`src/rtl/h_bridge_dual_pwm_generator_top_macros.svh`:
```
// assertion macros for the h-bridge pwm generator
`ifndef H_BRIDGE_DUAL_PWM_GENERATOR_TOP_MACROS_SVH
`define H_BRIDGE_DUAL_PWM_GENERATOR_TOP_MACROS_SVH

// same-cycle implication, checked on every rising clock edge out of reset
`define HBPWM_ASSERT_NOW(label, ante, cons, msg) \
   label: assert property (@(posedge clock) disable iff (reset) (ante) |-> (cons)) \
      else $error(msg);

// next-cycle implication
`define HBPWM_ASSERT_NEXT(label, ante, cons, msg) \
   label: assert property (@(posedge clock) disable iff (reset) (ante) |=> (cons)) \
      else $error(msg);

`endif

```
`src/rtl/hbpwm_pkg.sv`:
```
// shared types and constants of the h-bridge pwm generator
package hbpwm_pkg;

   localparam int FREQ_BITS  = 17;
   localparam int DUTY_BITS  = 7;
   localparam int SPEED_BITS = 8;
   localparam int MODE_BITS  = 2;
   localparam int REG_BITS   = 2;

   localparam logic [FREQ_BITS-1:0] BASE_RESET = 17'd20000;
   localparam logic [FREQ_BITS-1:0] PWM_RESET  = 17'd1000;
   // 2 * (20000 / 1000)
   localparam int RESET_PERIOD = 40;

   localparam logic [DUTY_BITS-1:0]         FULL_DUTY = 7'd100;
   localparam logic signed [SPEED_BITS-1:0] SPEED_MAX = 8'sd100;
   localparam logic signed [SPEED_BITS-1:0] SPEED_MIN = -8'sd100;

   typedef logic [MODE_BITS-1:0] mode_type;
   localparam mode_type MODE_TICK  = 2'd0;
   localparam mode_type MODE_SPEED = 2'd1;
   localparam mode_type MODE_BRAKE = 2'd2;

   typedef logic [REG_BITS-1:0] reg_index_type;
   localparam reg_index_type REG_BASE   = 2'd0;
   localparam reg_index_type REG_PWM    = 2'd1;
   localparam reg_index_type REG_ENABLE = 2'd2;

   typedef struct packed {
      logic busy;
      logic refresh;
   } period_status_type;

   typedef struct packed {
      logic leg_b;
      logic leg_a;
   } legs_type;

endpackage

```
`src/rtl/hbpwm_period.sv`:
```
// period unit: clamps the pwm rate and divides base by it one bit a cycle
module hbpwm_period #(
   parameter int COUNT_BITS = 18
) (
   input  logic                                  clock,
   input  logic                                  reset,
   input  logic                                  start,
   input  logic [hbpwm_pkg::FREQ_BITS-1:0]       base_frequency,
   input  logic [hbpwm_pkg::FREQ_BITS-1:0]       pwm_frequency,
   output logic [COUNT_BITS-1:0]                 period,
   output hbpwm_pkg::period_status_type          status
);

   localparam int FB         = hbpwm_pkg::FREQ_BITS;
   localparam int WIDE_BITS  = (COUNT_BITS > FB + 1) ? COUNT_BITS : FB + 1;
   localparam int STEP_BITS  = $clog2(FB);
   localparam logic [WIDE_BITS-1:0] LIMIT = WIDE_BITS'((64'd1 << COUNT_BITS) - 64'd2);
   localparam logic [STEP_BITS-1:0] LAST_STEP = STEP_BITS'(FB - 1);

   typedef enum logic [1:0] {ST_IDLE, ST_DIVIDE, ST_LOAD, ST_REFRESH} state_type;

   state_type              state_ff,     state_in;
   logic [FB-1:0]          dividend_ff,  dividend_in;
   logic [FB-1:0]          divisor_ff,   divisor_in;
   logic [FB-1:0]          remainder_ff, remainder_in;
   logic [STEP_BITS-1:0]   step_ff,      step_in;
   logic [COUNT_BITS-1:0]  period_ff,    period_in;

   logic [FB-1:0]          clamped;
   logic [FB:0]            partial;
   logic [FB:0]            reduced;
   logic                   fits;
   logic [WIDE_BITS-1:0]   doubled;

   always_comb begin
      // rate above base falls to base, zero rate rises to one
      clamped = (pwm_frequency > base_frequency) ? base_frequency : pwm_frequency;
      if (clamped == '0) begin
         clamped = FB'(1);
      end
      partial = {remainder_ff, dividend_ff[FB-1]};
      reduced = partial - {1'b0, divisor_ff};
      fits    = (partial >= {1'b0, divisor_ff});
      doubled = WIDE_BITS'({dividend_ff, 1'b0});

      state_in     = state_ff;
      dividend_in  = dividend_ff;
      divisor_in   = divisor_ff;
      remainder_in = remainder_ff;
      step_in      = step_ff;
      period_in    = period_ff;

      unique case (state_ff)
         ST_IDLE: begin
            if (start) begin
               dividend_in  = base_frequency;
               divisor_in   = clamped;
               remainder_in = '0;
               step_in      = '0;
               state_in     = ST_DIVIDE;
            end
         end
         ST_DIVIDE: begin
            // restoring step, quotient bits shift in behind the dividend
            remainder_in = fits ? reduced[FB-1:0] : partial[FB-1:0];
            dividend_in  = {dividend_ff[FB-2:0], fits};
            step_in      = step_ff + STEP_BITS'(1);
            if (step_ff == LAST_STEP) begin
               state_in = ST_LOAD;
            end
         end
         ST_LOAD: begin
            period_in = COUNT_BITS'((doubled > LIMIT) ? LIMIT : doubled);
            state_in  = ST_REFRESH;
         end
         ST_REFRESH: begin
            state_in = ST_IDLE;
         end
         default: begin
            state_in = ST_IDLE;
         end
      endcase
   end

   always_ff @(posedge clock) begin
      if (reset) begin
         state_ff  <= ST_IDLE;
         period_ff <= COUNT_BITS'(hbpwm_pkg::RESET_PERIOD);
      end else begin
         state_ff  <= state_in;
         period_ff <= period_in;
      end
      dividend_ff  <= dividend_in;
      divisor_ff   <= divisor_in;
      remainder_ff <= remainder_in;
      step_ff      <= step_in;
   end

   assign period         = period_ff;
   assign status.busy    = (state_ff != ST_IDLE);
   assign status.refresh = (state_ff == ST_REFRESH);

endmodule

```
`src/rtl/hbpwm_legs.sv`:
```
// leg stage: duties, threshold products, tick counter and held pin levels
module hbpwm_legs #(
   parameter int COUNT_BITS = 18
) (
   input  logic                                       clock,
   input  logic                                       reset,
   input  logic                                       fire,
   input  hbpwm_pkg::mode_type                        mode,
   input  logic signed [hbpwm_pkg::SPEED_BITS-1:0]    speed,
   input  logic [COUNT_BITS-1:0]                      period,
   input  logic                                       refresh,
   input  logic                                       clear_forward,
   output hbpwm_pkg::legs_type                        levels
);

   localparam int DB        = hbpwm_pkg::DUTY_BITS;
   localparam int SB        = hbpwm_pkg::SPEED_BITS;
   localparam int PROD_BITS = COUNT_BITS + DB;

   logic [DB-1:0]          fwd_duty_ff,  fwd_duty_in;
   logic [DB-1:0]          rev_duty_ff,  rev_duty_in;
   logic [PROD_BITS-1:0]   prod_a_ff,    prod_a_in;
   logic [PROD_BITS-1:0]   prod_b_ff,    prod_b_in;
   logic [COUNT_BITS-1:0]  count_ff,     count_in;
   logic [PROD_BITS-1:0]   count100_ff,  count100_in;
   hbpwm_pkg::legs_type    held_ff,      held_in;

   logic signed [SB-1:0]   clamped;
   logic [SB-1:0]          negated;
   logic [DB-1:0]          fwd_new;
   logic [DB-1:0]          rev_new;
   logic [DB-1:0]          mul_a_duty;
   logic [DB-1:0]          mul_b_duty;
   logic [PROD_BITS-1:0]   mul_a;
   logic [PROD_BITS-1:0]   mul_b;

   always_comb begin
      clamped = speed;
      if (speed < hbpwm_pkg::SPEED_MIN) begin
         clamped = hbpwm_pkg::SPEED_MIN;
      end else if (speed > hbpwm_pkg::SPEED_MAX) begin
         clamped = hbpwm_pkg::SPEED_MAX;
      end
      negated = SB'(-clamped);
      fwd_new = clamped[SB-1] ? '0 : clamped[DB-1:0];
      rev_new = clamped[SB-1] ? negated[DB-1:0] : '0;

      // two multipliers, shared between duty updates and the refresh after a new period
      if (refresh) begin
         mul_a_duty = fwd_duty_ff;
         mul_b_duty = rev_duty_ff;
      end else if (mode == hbpwm_pkg::MODE_BRAKE) begin
         mul_a_duty = hbpwm_pkg::FULL_DUTY;
         mul_b_duty = hbpwm_pkg::FULL_DUTY;
      end else begin
         mul_a_duty = fwd_new;
         mul_b_duty = rev_new;
      end
      mul_a = PROD_BITS'(period) * PROD_BITS'(mul_a_duty);
      mul_b = PROD_BITS'(period) * PROD_BITS'(mul_b_duty);

      fwd_duty_in = fwd_duty_ff;
      rev_duty_in = rev_duty_ff;
      prod_a_in   = prod_a_ff;
      prod_b_in   = prod_b_ff;
      count_in    = count_ff;
      count100_in = count100_ff;
      held_in     = held_ff;

      if (refresh) begin
         prod_a_in = mul_a;
         prod_b_in = mul_b;
      end else if (fire) begin
         case (mode)
            hbpwm_pkg::MODE_TICK: begin
               if (count_ff <= period) begin
                  // floor(period * duty / 100) >= count  <=>  period * duty >= 100 * count
                  held_in.leg_a = !(prod_a_ff >= count100_ff);
                  held_in.leg_b = !(prod_b_ff >= count100_ff);
                  count_in      = count_ff + COUNT_BITS'(1);
                  count100_in   = count100_ff + PROD_BITS'(hbpwm_pkg::FULL_DUTY);
               end else begin
                  count_in    = '0;
                  count100_in = '0;
               end
            end
            hbpwm_pkg::MODE_SPEED: begin
               fwd_duty_in = fwd_new;
               rev_duty_in = rev_new;
               prod_a_in   = mul_a;
               prod_b_in   = mul_b;
            end
            hbpwm_pkg::MODE_BRAKE: begin
               fwd_duty_in = hbpwm_pkg::FULL_DUTY;
               rev_duty_in = hbpwm_pkg::FULL_DUTY;
               prod_a_in   = mul_a;
               prod_b_in   = mul_b;
            end
            default: begin
            end
         endcase
      end

      // product follows in the refresh after the period recompute
      if (clear_forward) begin
         fwd_duty_in = '0;
      end
   end

   always_ff @(posedge clock) begin
      if (reset) begin
         fwd_duty_ff <= '0;
         rev_duty_ff <= '0;
         prod_a_ff   <= '0;
         prod_b_ff   <= '0;
         count_ff    <= '0;
         count100_ff <= '0;
         held_ff     <= '0;
      end else begin
         fwd_duty_ff <= fwd_duty_in;
         rev_duty_ff <= rev_duty_in;
         prod_a_ff   <= prod_a_in;
         prod_b_ff   <= prod_b_in;
         count_ff    <= count_in;
         count100_ff <= count100_in;
         held_ff     <= held_in;
      end
   end

   assign levels = held_in;

endmodule

```
`src/rtl/h_bridge_dual_pwm_generator_top.sv`:
```
// top level of the two-leg h-bridge pwm generator
//
//  channel | ports            | direction | payload
//  --------+------------------+-----------+---------------------------------------------
//  req     | req_t*           | in        | tuser: mode; tdata: speed
//  rsp     | rsp_t*           | out       | tdata: leg_a_level, leg_b_level, inhibit_level
//  csr     | csr_*            | in        | csr_index: register, csr_data: value
//
// one transaction per clock while the result side is ready and no csr write or period recompute
// is pending; a request goes through the input register, then leg logic into the result register
// a write to base or pwm frequency runs the period divider (17 quotient bits, a load and a
// product refresh); no request is taken while it is busy
// reset is synchronous: the registers that have reset values return to them, period 40 ticks
// a stalled result holds the input register, which then holds the request side

`include "h_bridge_dual_pwm_generator_top_macros.svh"

module h_bridge_dual_pwm_generator_top #(
   parameter int COUNT_BITS = 18
) (
   input  logic                                clock,
   input  logic                                reset,

   input  logic                                req_tvalid,
   output logic                                req_tready,
   input  logic [7:0]                          req_tdata,   // [7:0] speed
   input  logic [1:0]                          req_tuser,   // [1:0] mode

   output logic                                rsp_tvalid,
   input  logic                                rsp_tready,
   output logic [7:0]                          rsp_tdata,   // [0] leg_a_level, [1] leg_b_level,
                                                            // [2] inhibit_level

   input  logic                                csr_valid,
   output logic                                csr_ready,
   input  logic [hbpwm_pkg::REG_BITS-1:0]      csr_index,
   input  logic [hbpwm_pkg::FREQ_BITS-1:0]     csr_data
);

   localparam int FB = hbpwm_pkg::FREQ_BITS;

   // configuration registers
   logic [FB-1:0]                          base_ff,   base_in;
   logic [FB-1:0]                          pwm_ff,    pwm_in;
   logic                                   enable_ff, enable_in;

   // input register
   logic                                   in_valid_ff, in_valid_in;
   hbpwm_pkg::mode_type                    mode_ff;
   logic signed [hbpwm_pkg::SPEED_BITS-1:0] speed_ff;

   // result register
   logic                                   rsp_valid_ff, rsp_valid_in;
   logic [2:0]                             rsp_data_ff,  rsp_data_in;

   logic                                   csr_fire;
   logic                                   req_fire;
   logic                                   advance;
   logic                                   period_start;
   logic                                   clear_forward;
   logic [COUNT_BITS-1:0]                  period;
   hbpwm_pkg::period_status_type           period_status;
   hbpwm_pkg::legs_type                    levels;

   assign csr_ready = !period_status.busy;
   assign csr_fire  = csr_valid && csr_ready;

   // a pending csr write goes ahead of request traffic
   assign advance    = in_valid_ff && !period_status.busy && !csr_valid &&
                       (!rsp_valid_ff || rsp_tready);
   assign req_tready = !period_status.busy && !csr_valid && (!in_valid_ff || advance);
   assign req_fire   = req_tvalid && req_tready;

   always_comb begin
      base_in   = base_ff;
      pwm_in    = pwm_ff;
      enable_in = enable_ff;
      if (csr_fire) begin
         unique case (csr_index)
            hbpwm_pkg::REG_BASE:   base_in   = csr_data;
            hbpwm_pkg::REG_PWM:    pwm_in    = csr_data;
            hbpwm_pkg::REG_ENABLE: enable_in = csr_data[0];
            default: begin
            end
         endcase
      end
   end

   // both frequency registers retrigger the period divider
   assign period_start  = csr_fire && (csr_index == hbpwm_pkg::REG_BASE ||
                                       csr_index == hbpwm_pkg::REG_PWM);
   assign clear_forward = csr_fire && (csr_index == hbpwm_pkg::REG_PWM);

   always_comb begin
      in_valid_in = in_valid_ff;
      if (req_fire) begin
         in_valid_in = 1'b1;
      end else if (advance) begin
         in_valid_in = 1'b0;
      end

      rsp_valid_in = rsp_valid_ff;
      rsp_data_in  = rsp_data_ff;
      if (advance) begin
         rsp_valid_in = 1'b1;
         rsp_data_in  = {enable_ff, levels.leg_b, levels.leg_a};
      end else if (rsp_tready) begin
         rsp_valid_in = 1'b0;
      end
   end

   always_ff @(posedge clock) begin
      if (reset) begin
         base_ff      <= hbpwm_pkg::BASE_RESET;
         pwm_ff       <= hbpwm_pkg::PWM_RESET;
         enable_ff    <= 1'b0;
         in_valid_ff  <= 1'b0;
         rsp_valid_ff <= 1'b0;
      end else begin
         base_ff      <= base_in;
         pwm_ff       <= pwm_in;
         enable_ff    <= enable_in;
         in_valid_ff  <= in_valid_in;
         rsp_valid_ff <= rsp_valid_in;
      end
      if (req_fire) begin
         mode_ff  <= req_tuser;
         speed_ff <= req_tdata;
      end
      rsp_data_ff <= rsp_data_in;
   end

   // period divider fed with the register values being written
   hbpwm_period #(
      .COUNT_BITS (COUNT_BITS)
   ) u_period (
      .clock          (clock),
      .reset          (reset),
      .start          (period_start),
      .base_frequency (base_in),
      .pwm_frequency  (pwm_in),
      .period         (period),
      .status         (period_status)
   );

   // duties, counter and pin levels for the item in the input register
   hbpwm_legs #(
      .COUNT_BITS (COUNT_BITS)
   ) u_legs (
      .clock         (clock),
      .reset         (reset),
      .fire          (advance),
      .mode          (mode_ff),
      .speed         (speed_ff),
      .period        (period),
      .refresh       (period_status.refresh),
      .clear_forward (clear_forward),
      .levels        (levels)
   );

   assign rsp_tvalid = rsp_valid_ff;
   assign rsp_tdata  = {5'b00000, rsp_data_ff};

   // no request enters or moves on while the period is being recomputed
   `HBPWM_ASSERT_NOW(a_busy_blocks_req, period_status.busy, !req_tready && !advance, "request taken while period busy")
   // a frequency write starts the divider on the next cycle
   `HBPWM_ASSERT_NEXT(a_freq_write_busy, period_start, period_status.busy, "frequency write did not start divider")
   // a request held back by a stalled result is not dropped
   `HBPWM_ASSERT_NEXT(a_held_item_kept, in_valid_ff && !advance, in_valid_ff, "held request lost")

endmodule

```
`config.mk`:
```
export PLATFORM = sky130hd
export DESIGN_NAME = h_bridge_dual_pwm_generator_top
export DESIGN_NICKNAME = d
export VERILOG_FILES = /design/src/rtl/hbpwm_pkg.sv /design/src/rtl/hbpwm_period.sv /design/src/rtl/hbpwm_legs.sv /design/src/rtl/h_bridge_dual_pwm_generator_top.sv
export VERILOG_INCLUDE_DIRS = /design/src /design/src/rtl
export SDC_FILE = /design/constraint.sdc
export NUM_CORES = 1
export LEC_CHECK = 0
export BUFFER_PORTS_ARGS = -buffer_cell sky130_fd_sc_hd__buf_4
export CORE_ASPECT_RATIO = 0.5
export CORE_UTILIZATION = 35
export CTS_BUF_LIST = sky130_fd_sc_hd__clkbuf_16
export CTS_CLUSTER_SIZE = 24
export DETAILED_ROUTE_END_ITERATION = 10
export GPL_TIMING_DRIVEN = 0
export SLEW_MARGIN = 25
export SYNTH_ARGS = -nofsm -noshare
export SYNTH_HDL_FRONTEND = slang
export SYNTH_SLANG_ARGS = --single-unit
```
`constraint.sdc`:
```
create_clock -name clock -period 20.5 [get_ports clock]
set_clock_uncertainty 0.15 [all_clocks]
set_input_delay 4.1 -clock clock [delete_from_list [all_inputs] [get_ports clock]]
set_output_delay 4.1 -clock clock [all_outputs]
set_load 0.005 [all_outputs]
```
After elaboration in Yosys (flattened, before gate mapping)
Cells that the tools add are included.

Flip-flop bits (word level): 235. Input bits: 34. Word-level logic and storage cells: 128.

$add $sub $neg: 5. Multipliers: 2. $lt $le $gt $ge: 8. Equality and inequality tests: 10. Muxes and demuxes: 42. Bitwise operators: 1. Reductions and logical operators: 38.

Operator list (count): 2-to-1 mux 25 bit (7); 2-to-1 mux 17 bit (8); case mux 17 bit (2 select lines) (2); >= comparator 25 bit (2); multiplier 18 x 7 -> 25 bit (2); 2-to-1 mux 7 bit (6); 2-to-1 mux 18 bit (2); case mux 7 bit (2 select lines) (2); adder 25 x 7 -> 25 bit (second input constant) (1); adder 18 x 1 -> 18 bit (second input constant) (1); >= comparator 18 x 17 -> 1 bit (1); greater-than comparator 18 bit (second input constant) (1); less-or-equal comparator 18 bit (1); greater-than comparator 17 bit (1); logical NOT 17 bit (1); subtractor 17 bit (1); 2-to-1 mux 8 bit (2); nonzero test 2 bit (7); 2-to-1 mux 2 bit (6); case mux 5 bit (2 select lines) (1); AND reduction 2 bit (5); logical AND 1 bit (9); == test 2 bit (second input constant) (4); greater-than comparator 8 bit (second input constant) (1); 16 further kinds (32).

Logic depth before layout (Yosys ltp)
Gate-level depths: netlist of the first run.

Word-level depth: 11. Depth in mapped cells: 28. Mapped depth without buffers: 26.

By module
Synthesis of the first run repeated with hierarchy kept, for this count alone.

Cell total of the unflattened synthesis: 2239. Area total of the unflattened synthesis: 20136.8 µm².

Modules (own cells, without submodules): hbpwm_legs (instances 1, cells an instance 1640, area an instance 13520.5 µm²); hbpwm_period (instances 1, cells an instance 451, area an instance 4586.9 µm²); h_bridge_dual_pwm_generator_top (instances 1, cells an instance 148, area an instance 2029.4 µm²).

Worst setup path before layout of the first run
Ideal clock, no wire load.

Kind: input to output. Start point: input port csr_valid. End point: output port req_tready. Arrival time: 4.684 ns. Data required time: 16.250 ns. Slack: 11.566 ns. Stages on the path: 3. Buffers on the path: 0. Cell sequence: nand3b_1 o21ai_0 and3b_1.

Longest elaborated chain between the ends: 5.

Ends and longest elaborated chain: from (decl) (RTL line h_bridge_dual_pwm_generator_top.sv:34) `input logic csr_valid,`; logical NOT 1 bit * (RTL line h_bridge_dual_pwm_generator_top.sv:69, h_bridge_dual_pwm_generator_top.sv:71); logical AND 1 bit (2 in a row) (RTL line h_bridge_dual_pwm_generator_top.sv:69) `assign advance = in_valid_ff && !period_status.busy && !csr_valid &&`; logical OR 1 bit (RTL line h_bridge_dual_pwm_generator_top.sv:71) `assign req_tready = !period_status.busy && !csr_valid && (!in_valid_ff || advance);`; logical AND 1 bit * (RTL line h_bridge_dual_pwm_generator_top.sv:71); to (decl) (RTL line h_bridge_dual_pwm_generator_top.sv:25) `output logic req_tready,`.

Mark *: on every way between the ends. The rest lies on a longest branch, timed or not.

Worst setup path in the final report of the first run
Ends and elaborated chain as after synthesis.

==> metrics.txt, run 1 <==
# TYPE chip_impl_metric gauge
chip_impl_info{name="outcome",value="completed"} 1
chip_impl_metric{name="antenna_found_initial",unit=""} 0
chip_impl_metric{name="dpl.hpwl",unit="mm"} 43.5
chip_impl_metric{name="arrival",unit="ps"} 5070
chip_impl_metric{name="design.core.area",unit="mm^2"} 0.0542
chip_impl_metric{name="layout.nets",unit=""} 2646
chip_impl_metric{name="synth-seq-cells",unit=""} 229
chip_impl_metric{name="max-cap-violations",unit=""} 0
chip_impl_info{name="clock-root-buffer",value="clkbuf_16"} 1
chip_impl_metric{name="ff2ff_path_depth",unit=""} 27
chip_impl_metric{name="cts_inserted_buffers",unit=""} 25
chip_impl_metric{name="floorplan.die.height",unit="um"} 168
chip_impl_metric{name="grt_util_all_layers",unit="%"} 19.0
chip_impl_info{name="crit_family",value="simple AND/OR/NAND/NOR gates"} 1
chip_impl_metric{name="worstSkewPairLatency",unit="ps"} 570
chip_impl_info{name="critical_path.startpoint_type",value="input port"} 1
chip_impl_metric{name="final_max_slew_violation_count",unit=""} 0
chip_impl_metric{name="global_route_wire_length_before_repair",unit="mm"} 84.1
chip_impl_metric{name="wl_per_cell",unit="um"} 17.6
chip_impl_metric{name="pre_cts_setup_slack",unit="ps"} 11180
chip_impl_metric{name="drtIter0Drc",unit=""} 1112
chip_impl_metric{name="crit_fanout",unit=""} 4
chip_impl_metric{name="tightest_slew",unit="ps"} 1080
chip_impl_metric{name="drive_gt1_share",unit="%"} 5.33
chip_impl_metric{name="worst_path_largest_cell_delay",unit="ps"} 270
chip_impl_metric{name="drc",unit=""} 0
chip_impl_metric{name="max-slew-margin-rel",unit="%"} 27.4
chip_impl_metric{name="drt.antenna.violating_nets",unit=""} 0
chip_impl_metric{name="grt_pass1_vias",unit=""} 14900
chip_impl_info{name="criticalPathCategory",value="input port to primary output"} 1
chip_impl_metric{name="power.static_leakage",unit="uW"} 0.00982
chip_impl_metric{name="cts_resized",unit=""} 0
chip_impl_metric{name="final_hold_viol_count",unit=""} 0
chip_impl_metric{name="h-tree-depth",unit=""} 1
chip_impl_info{name="cts_tree",value="done"} 1
chip_impl_info{name="crit_slowest_cell",value="o21ai_0"} 1
chip_impl_metric{name="grt_max_degree",unit=""} 22
chip_impl_metric{name="drt-total-wl",unit="mm"} 53.5
chip_impl_metric{name="first_pass_iters",unit=""} 5
chip_impl_metric{name="postSynthCellCount",unit=""} 2199
chip_impl_metric{name="design.die.area",unit="mm^2"} 0.0563
chip_impl_metric{name="bufs_on_longest_clock_path",unit=""} 3
chip_impl_metric{name="yosysWarningCount",unit=""} 0
chip_impl_metric{name="timing.critical_path.required",unit="ps"} 16250
chip_impl_metric{name="postCtsSetupBuffers",unit=""} 0
chip_impl_info{name="rsz0062_at_grt",value="false"} 1
chip_impl_metric{name="total_negative_slack",unit="ps"} 0
chip_impl_metric{name="seq_area_frac_synth",unit="%"} 27.2
chip_impl_metric{name="boundaryPins",unit=""} 45
chip_impl_metric{name="fin_crit_sh",unit="%"} 45.5
chip_impl_metric{name="num_rows",unit=""} 60
chip_impl_metric{name="synth_async_sr_flop_share",unit="%"} 0
chip_impl_info{name="worst_path_most_repeated_cell",value="buf_4"} 1
chip_impl_metric{name="setup_slack",unit="ps"} 11180
chip_impl_metric{name="synth_enable_flop_cells",unit=""} 69
chip_impl_info{name="synth-main-ff-cell",value="dfxtp_1"} 1
chip_impl_metric{name="hold_depth",unit=""} 2
chip_impl_metric{name="final-setup-viol-count",unit=""} 0
chip_impl_info{name="crit_path_end_kind",value="primary output"} 1
chip_impl_metric{name="clock-sinks",unit=""} 229
chip_impl_metric{name="area_growth_syn_to_layout",unit="%"} 11.3
chip_impl_metric{name="postCtsHoldBufs",unit=""} 0
chip_impl_metric{name="timing.final.crit_period",unit="ps"} 9320
chip_impl_metric{name="chipWidth",unit="um"} 335
chip_impl_info{name="synthDominantAreaCellType",value="dfxtp_1"} 1
chip_impl_metric{name="max_ir_drop_vdd",unit="mV"} 0.0695
chip_impl_info{name="timing.critical_path.cells",value="buf_4 -> nand3b_1 -> o21ai_0 -> and3b_1 -> buf_4"} 1
chip_impl_metric{name="vias_per_cell",unit=""} 5.08
chip_impl_metric{name="synth_area_per_cell",unit="um^2"} 8.81
chip_impl_metric{name="gp_congestion",unit=""} 0.924
chip_impl_metric{name="netlist_area",unit="mm^2"} 0.0194
chip_impl_info{name="synth.area.top_cells",value="dfxtp_1 17%, fa_1 15%, ha_1 12%"} 1
chip_impl_metric{name="synth_top_area_share",unit="%"} 16.5
chip_impl_metric{name="dr_total_vias",unit=""} 15400
chip_impl_metric{name="critical_path_depth",unit=""} 5
chip_impl_info{name="worst_hold_path_type",value="flop to flop"} 1
chip_impl_metric{name="path_buf_inv",unit=""} 2
chip_impl_metric{name="numPortBuffers",unit=""} 39
chip_impl_metric{name="r2r_setup_slack",unit="ps"} 12470
chip_impl_metric{name="initial_core_util",unit="%"} 35.7
chip_impl_metric{name="clk_pin_slew_worst_paths",unit="ps"} 60
chip_impl_metric{name="grt-ovfl-total",unit=""} 0
chip_impl_metric{name="achievable-frequency",unit="MHz"} 107
chip_impl_metric{name="post_synth_num_cell_types",unit=""} 77
chip_impl_metric{name="power-per-cell-area",unit="mW/mm^2"} 85.1
cells in the mapped netlist (all sizes together), types with 4 or more instances:
cell type	number
o21a	25
edfxtp	69
or4	6
a21oi	132
a211oi	33
nor3	34
nand2b	8
fa	149
nor2b	14
and2	96
xor2	23
o21ai	48
nand3	38
mux2i	75
or2	6
a21o	41
o31ai	4
dfxtp	160
clkbuf	69
inv	264
or3	9
nor4	7
nand3b	6
ha	192
o41ai	6
nand2	253
xnor2	63
o211ai	10
nand4	31
nor4b	4
nor2	217
buf	22
o21bai	9
a31oi	14
and3	12
mux2	4
a211o	5
layer usage:
metal	GRT usage, %	part of all wire (%)	up-vias
met2	30.8	45	413
li1	-	-	7512
met5	0	0	-
met3	3.86	6.5	64
met1	26.0	47	7428
met4	4.47	2.4	0
worst reg2reg max path: stages, from the launching register on:
cell,delay [ps]
edfxtp_1,440
or2_0,240
clkbuf_2,140
o211ai_1,280
nand3_1,240
ha_1,260
nand3b_1,100
xnor2_1,70
or3_1,340
o21ai_1,540
clkbuf_1,500
and2_1,220
fa_1,440
fa_1,520
fa_1,540
inv_1,50
fa_1,570
inv_1,60
ha_1,270
clkbuf_1,260
nand4_1,160
or2_2,300
a31oi_1,180
a211oi_1,100
a21oi_1,290
a41oi_1,240
a211o_1,310
a41oi_1,140
registers in the layout, indices dropped and copies added (netlist names), 2 cells and up:
signal / cells
u_legs.count_ff: 18
speed_ff: 8
u_period.step_ff: 5
u_period.divisor_ff: 17
u_legs.prod_a_ff: 24
pwm_ff: 17
base_ff: 17
u_legs.fwd_duty_ff: 7
u_period.remainder_ff: 17
u_period.dividend_ff: 17
u_legs.rev_duty_ff: 7
mode_ff: 2
u_legs.held_ff: 2
u_period.period: 17
u_legs.prod_b_ff: 23
u_period.state_ff: 2
u_legs.count100_ff: 23
rsp_data_ff: 3
power by group:
group	total, uW	leakage, uW	internal (uW)	switching [uW]
registers	571	0.00194	532	38.0
logic	775	0.00744	292	483
clock network	488	0.000437	286	202
total	1830	0.00982	1110	723
cells by family after synthesis:
logic type	count (synthesis)	synth area share, %
AOI/OAI and AO/OA	356	11.8
adders and majority gates	341	27.8
and+or+nand+nor	751	18.1
xor gates and xnor gates	86	3.89
muxes	79	4.13
other	1	0.0194
buffers and inverters	356	7.10
DFF	229	27.2
final timing paths:
| kind | from | to |
|---|---|---|
| setup / recovery | csr_valid | req_tready |
| hold / removal | u_legs.fwd_duty_ff[1] | u_legs.fwd_duty_ff[1] |
| setup reg to reg | speed_ff[3] | u_legs.prod_b_ff[24] |
| hold reg to reg | u_legs.fwd_duty_ff[1] | u_legs.fwd_duty_ff[1] |
metrics by stage:
step | cell area, um^2 | power, uW | hold slack [ps] | utilization [%] | cells
floorplan | 19400 | 1120 | 258 | - | 2203
global placement | 20600 | 1330 | 289 | 38.0 | 2986
detailed placement | 20700 | 1350 | 297 | 38.2 | 2988
CTS | 21500 | 1840 | 307 | 39.8 | 3034
global route | 21600 | 1960 | 326 | 39.8 | 3034
finish | 21600 | 1830 | 310 | 39.8 | 3035
placed cells by master (no fill, tap or decap), drive strengths merged, types with 41 or more instances in the layout:
cell type	n
inv	270
nand2	253
nor2	217
ha	192
dfxtp	160
fa	149
a21oi	132
and2	96
clkbuf	94
mux2i	75
edfxtp	69
xnor2	63
buf	63
o21ai	48
a21o	41
final cells by class:
class / instances / area, um^2
Buffer: 91 / 380
Sequential cell: 229 / 5280
Timing Repair Buffer: 41 / 335
Antenna cell: 1 / 2.50
Clock buffer: 25 / 626
Inverter: 265 / 995
Tap cell: 744 / 931
Multi-Input combinational cell: 1618 / 12800
Fill cell: 5527 / 32600
Clock inverter: 21 / 239
Note: power is estimated with default switching activity, not from simulation.
==> inputs of run 2 (changes only) <==
- ABC_AREA: not set -> 1
- clock period: 20.5 -> 8.23 ns (I/O delays scaled with it)
==> run 2 against run 1 <==
  * First-iteration DRC count increased by 6.3%
  * Final area increased by 3.8%
  * Power increased to 3.7 times the previous value
  * Die area increased by 4.3%
  * Synthesized cell count increased by 19%
  * Register-to-register slack got worse by 11000 ps
  * Utilization about the same
  * Global-route usage increased by 1.1 points
  * Flip-flop and latch count unchanged
  * Critical path depth increased by 26
  * Sequential share of layout area decreased by 0.90 points
==> metrics.txt, run 2 <==
# TYPE chip_impl_metric gauge
chip_impl_info{name="outcome",value="completed"} 1
chip_impl_metric{name="drc",unit=""} 0
chip_impl_metric{name="max-cap-violations",unit=""} 0
chip_impl_metric{name="achievable-frequency",unit="MHz"} 142
chip_impl_metric{name="drive_gt1_share",unit="%"} 7.62
chip_impl_info{name="netlist_top_cells_count",value="458 x nand2_1, 426 x inv_1, 281 x nor2_1"} 1
chip_impl_metric{name="post_synth_num_cell_types",unit=""} 55
chip_impl_metric{name="worst_path_largest_cell_delay",unit="ps"} 580
chip_impl_metric{name="power-per-cell-area",unit="mW/mm^2"} 306
chip_impl_metric{name="grt_pass1_vias",unit=""} 17100
chip_impl_metric{name="antenna_found_initial",unit=""} 1
chip_impl_metric{name="bufs_on_longest_clock_path",unit=""} 3
chip_impl_metric{name="cts_inserted_buffers",unit=""} 26
chip_impl_metric{name="synth_top_area_share",unit="%"} 15.9
chip_impl_metric{name="dr_total_vias",unit=""} 17400
chip_impl_metric{name="grt_max_degree",unit=""} 20
chip_impl_metric{name="final_max_slew_violation_count",unit=""} 0
chip_impl_metric{name="h-tree-depth",unit=""} 1
chip_impl_info{name="cts_tree",value="done"} 1
chip_impl_metric{name="largest_register_ff_count",unit=""} 24
chip_impl_metric{name="synth_area_per_cell",unit="um^2"} 7.73
chip_impl_info{name="crit_slowest_cell",value="fa_1"} 1
chip_impl_metric{name="final_hold_viol_count",unit=""} 0
chip_impl_metric{name="design.core.area",unit="mm^2"} 0.0563
chip_impl_metric{name="p_seq_share",unit="%"} 22.3
chip_impl_metric{name="synth_async_sr_flop_share",unit="%"} 0
chip_impl_metric{name="crit_fanout",unit=""} 6
chip_impl_metric{name="clk_pin_slew_worst_paths",unit="ps"} 60
chip_impl_info{name="synthDominantAreaCellType",value="dfxtp_1"} 1
chip_impl_info{name="worst_hold_path_type",value="flop to flop"} 1
chip_impl_metric{name="total_negative_slack",unit="ps"} 0
chip_impl_metric{name="antenna_cells_inserted",unit=""} 0
chip_impl_info{name="worst_path_most_repeated_cell",value="inv_1"} 1
chip_impl_info{name="clock-root-buffer",value="clkbuf_16"} 1
chip_impl_metric{name="max-slew-margin-rel",unit="%"} 41.6
chip_impl_metric{name="power.internal",unit="uW"} 3500
chip_impl_metric{name="global_route_wire_length_before_repair",unit="mm"} 92.9
chip_impl_metric{name="vias_per_cell",unit=""} 5.02
chip_impl_metric{name="initial_core_util",unit="%"} 35.9
chip_impl_info{name="layout.cells.most_common_list",value="458 x nand2_1, 431 x inv_1, 281 x nor2_1, 192 x ha_1, 161 x a21oi_1"} 1
chip_impl_metric{name="worstSkewPairLatency",unit="ps"} 570
chip_impl_metric{name="drt.antenna.violating_nets",unit=""} 0
chip_impl_metric{name="power_frac_comb",unit="%"} 60.5
chip_impl_metric{name="dpl.hpwl",unit="mm"} 46.9
chip_impl_metric{name="area_growth_syn_to_layout",unit="%"} 10.8
chip_impl_metric{name="postCtsHoldBufs",unit=""} 0
chip_impl_metric{name="max_ir_drop_vdd",unit="mV"} 0.164
chip_impl_metric{name="grt-ovfl-total",unit=""} 0
chip_impl_metric{name="numPortBuffers",unit=""} 38
chip_impl_metric{name="arrival",unit="ps"} 7330
chip_impl_info{name="registers.top_by_ff_count",value="u_legs.prod_b_ff"} 1
chip_impl_metric{name="pwr-share-clk",unit="%"} 17.2
chip_impl_metric{name="num_rows",unit=""} 61
chip_impl_metric{name="clock-sinks",unit=""} 229
chip_impl_metric{name="timing.final.crit_period",unit="ps"} 7030
chip_impl_info{name="criticalPathCategory",value="flop to flop"} 1
chip_impl_metric{name="synth_enable_flop_cells",unit=""} 69
chip_impl_metric{name="postCtsSetupBuffers",unit=""} 0
chip_impl_metric{name="power_switching_share",unit="%"} 49.0
chip_impl_metric{name="grt_util_all_layers",unit="%"} 20.1
chip_impl_metric{name="yosysWarningCount",unit=""} 0
chip_impl_metric{name="synth-seq-cells",unit=""} 229
chip_impl_metric{name="drtIter0Drc",unit=""} 1182
chip_impl_metric{name="seq_area_frac_synth",unit="%"} 26.1
chip_impl_metric{name="postSynthCellCount",unit=""} 2612
chip_impl_info{name="synth-main-ff-cell",value="dfxtp_1"} 1
chip_impl_metric{name="switchingPower",unit="uW"} 3360
chip_impl_metric{name="total_power",unit="uW"} 6860
chip_impl_info{name="rsz0062_at_grt",value="false"} 1
chip_impl_metric{name="wl_per_cell",unit="um"} 16.8
chip_impl_metric{name="design.die.area",unit="mm^2"} 0.0587
chip_impl_metric{name="gp_congestion",unit=""} 0.925
chip_impl_info{name="critical_path.startpoint_type",value="flop"} 1
chip_impl_metric{name="cts_resized",unit=""} 0
chip_impl_info{name="mostFrequentLayoutCell",value="nand2_1"} 1
chip_impl_metric{name="floorplan.die.height",unit="um"} 172
chip_impl_metric{name="boundaryPins",unit=""} 45
chip_impl_metric{name="tightest_slew",unit="ps"} 876
chip_impl_metric{name="final-setup-viol-count",unit=""} 0
chip_impl_info{name="largest_registers",value="u_legs.prod_b_ff (24), u_legs.count100_ff (23), u_legs.prod_a_ff (23)"} 1
chip_impl_metric{name="first_pass_iters",unit=""} 6
chip_impl_metric{name="netlist_area",unit="mm^2"} 0.0202
chip_impl_metric{name="drt-total-wl",unit="mm"} 58.1
chip_impl_metric{name="hold_ws",unit="ps"} 292
chip_impl_metric{name="fin_crit_sh",unit="%"} 85.4
chip_impl_info{name="synth.area.top_cells",value="dfxtp_1 16%, fa_1 15%, ha_1 12%"} 1
chip_impl_info{name="yosys.cell_count.top_type",value="nand2_1"} 1
chip_impl_metric{name="layout.nets",unit=""} 3059
chip_impl_info{name="crit_path_end_kind",value="flop"} 1
chip_impl_metric{name="power.static_leakage",unit="uW"} 0.0109
chip_impl_metric{name="chipWidth",unit="um"} 342
chip_impl_metric{name="timing.critical_path.required",unit="ps"} 8530
[run 2: per-stage QoR]
| step | util (%) | instances | setup WS (ps) | cell area, um^2 |
|---|---|---|---|---|
| CTS | 39.8 | 3460 | 1290 | 22400 |
| global placement | 38.1 | 3410 | 1370 | 21400 |
| detailed placement | 38.3 | 3412 | 1360 | 21500 |
| floorplan | - | 2616 | 2380 | 20200 |
| global route | 39.8 | 3460 | 772 | 22400 |
| finish | 39.8 | 3460 | 1200 | 22400 |
[run 2: power groups by stage]
| stage | clock [uW] | combinational (uW) | sequential [uW] |
|---|---|---|---|
| final | 1180 | 4150 | 1530 |
| after global routing | 1240 | 4690 | 1550 |
| after CTS | 1200 | 4160 | 1530 |
| after detailed placement | 0 | 4110 | 1550 |
| after global placement | 0 | 4050 | 1560 |
| after floorplan | 0 | 2890 | 1510 |
[run 2: kinds of logic after synthesis]
kind of cell             after synthesis  share of synthesized area, %
AO/OA/AOI/OAI                        435                          12.3
XOR/XNOR                              52                          2.25
adder cells (fa/ha/maj)              341                          26.7
buffers and inverters                533                          10.3
flip-flops                           229                          26.1
multiplexers                           9                         0.601
other                                  1                        0.0186
AND/OR/NAND/NOR                     1012                          21.8
[run 2: path summary, 6_finish.rpt]
path                                   from              endpoint  slack (ps)  cells past startpoint
worst min-delay path              enable_ff        rsp_data_ff[2]         290                      0
worst max register to register  speed_ff[7]  u_legs.prod_b_ff[12]        1200                     31
worst max-delay path            speed_ff[7]  u_legs.prod_b_ff[12]        1200                     31
worst min register to register    enable_ff        rsp_data_ff[2]         290                      0
[run 2: final cells by class]
cell class | instances | area [um^2]
tap | 756 | 946
buffer | 85 | 395
inverter | 448 | 1680
clock buffer | 27 | 676
fill | 5850 | 33900
multi-input combinational | 1854 | 12900
timing repair buffer | 40 | 340
sequential | 229 | 5280
clock inverter | 21 | 185
[run 2: critical path, delay by kind of cell (launching register included)]
family,cells,cell delay (ps)
fa+ha+maj,6,2700
compound gates,7,1630
simple gates,9,1110
buf+inv,9,820
flops,1,500
[run 2: metal layers]
metal | up-vias | wire length (um) | track usage, %
met1 | 8328 | 27900 | 28.1
met3 | 75 | 3700 | 3.24
li1 | 8528 | - | -
met2 | 445 | 25400 | 32.7
met4 | 2 | 1150 | 4.37
met5 | - | 13 | 0
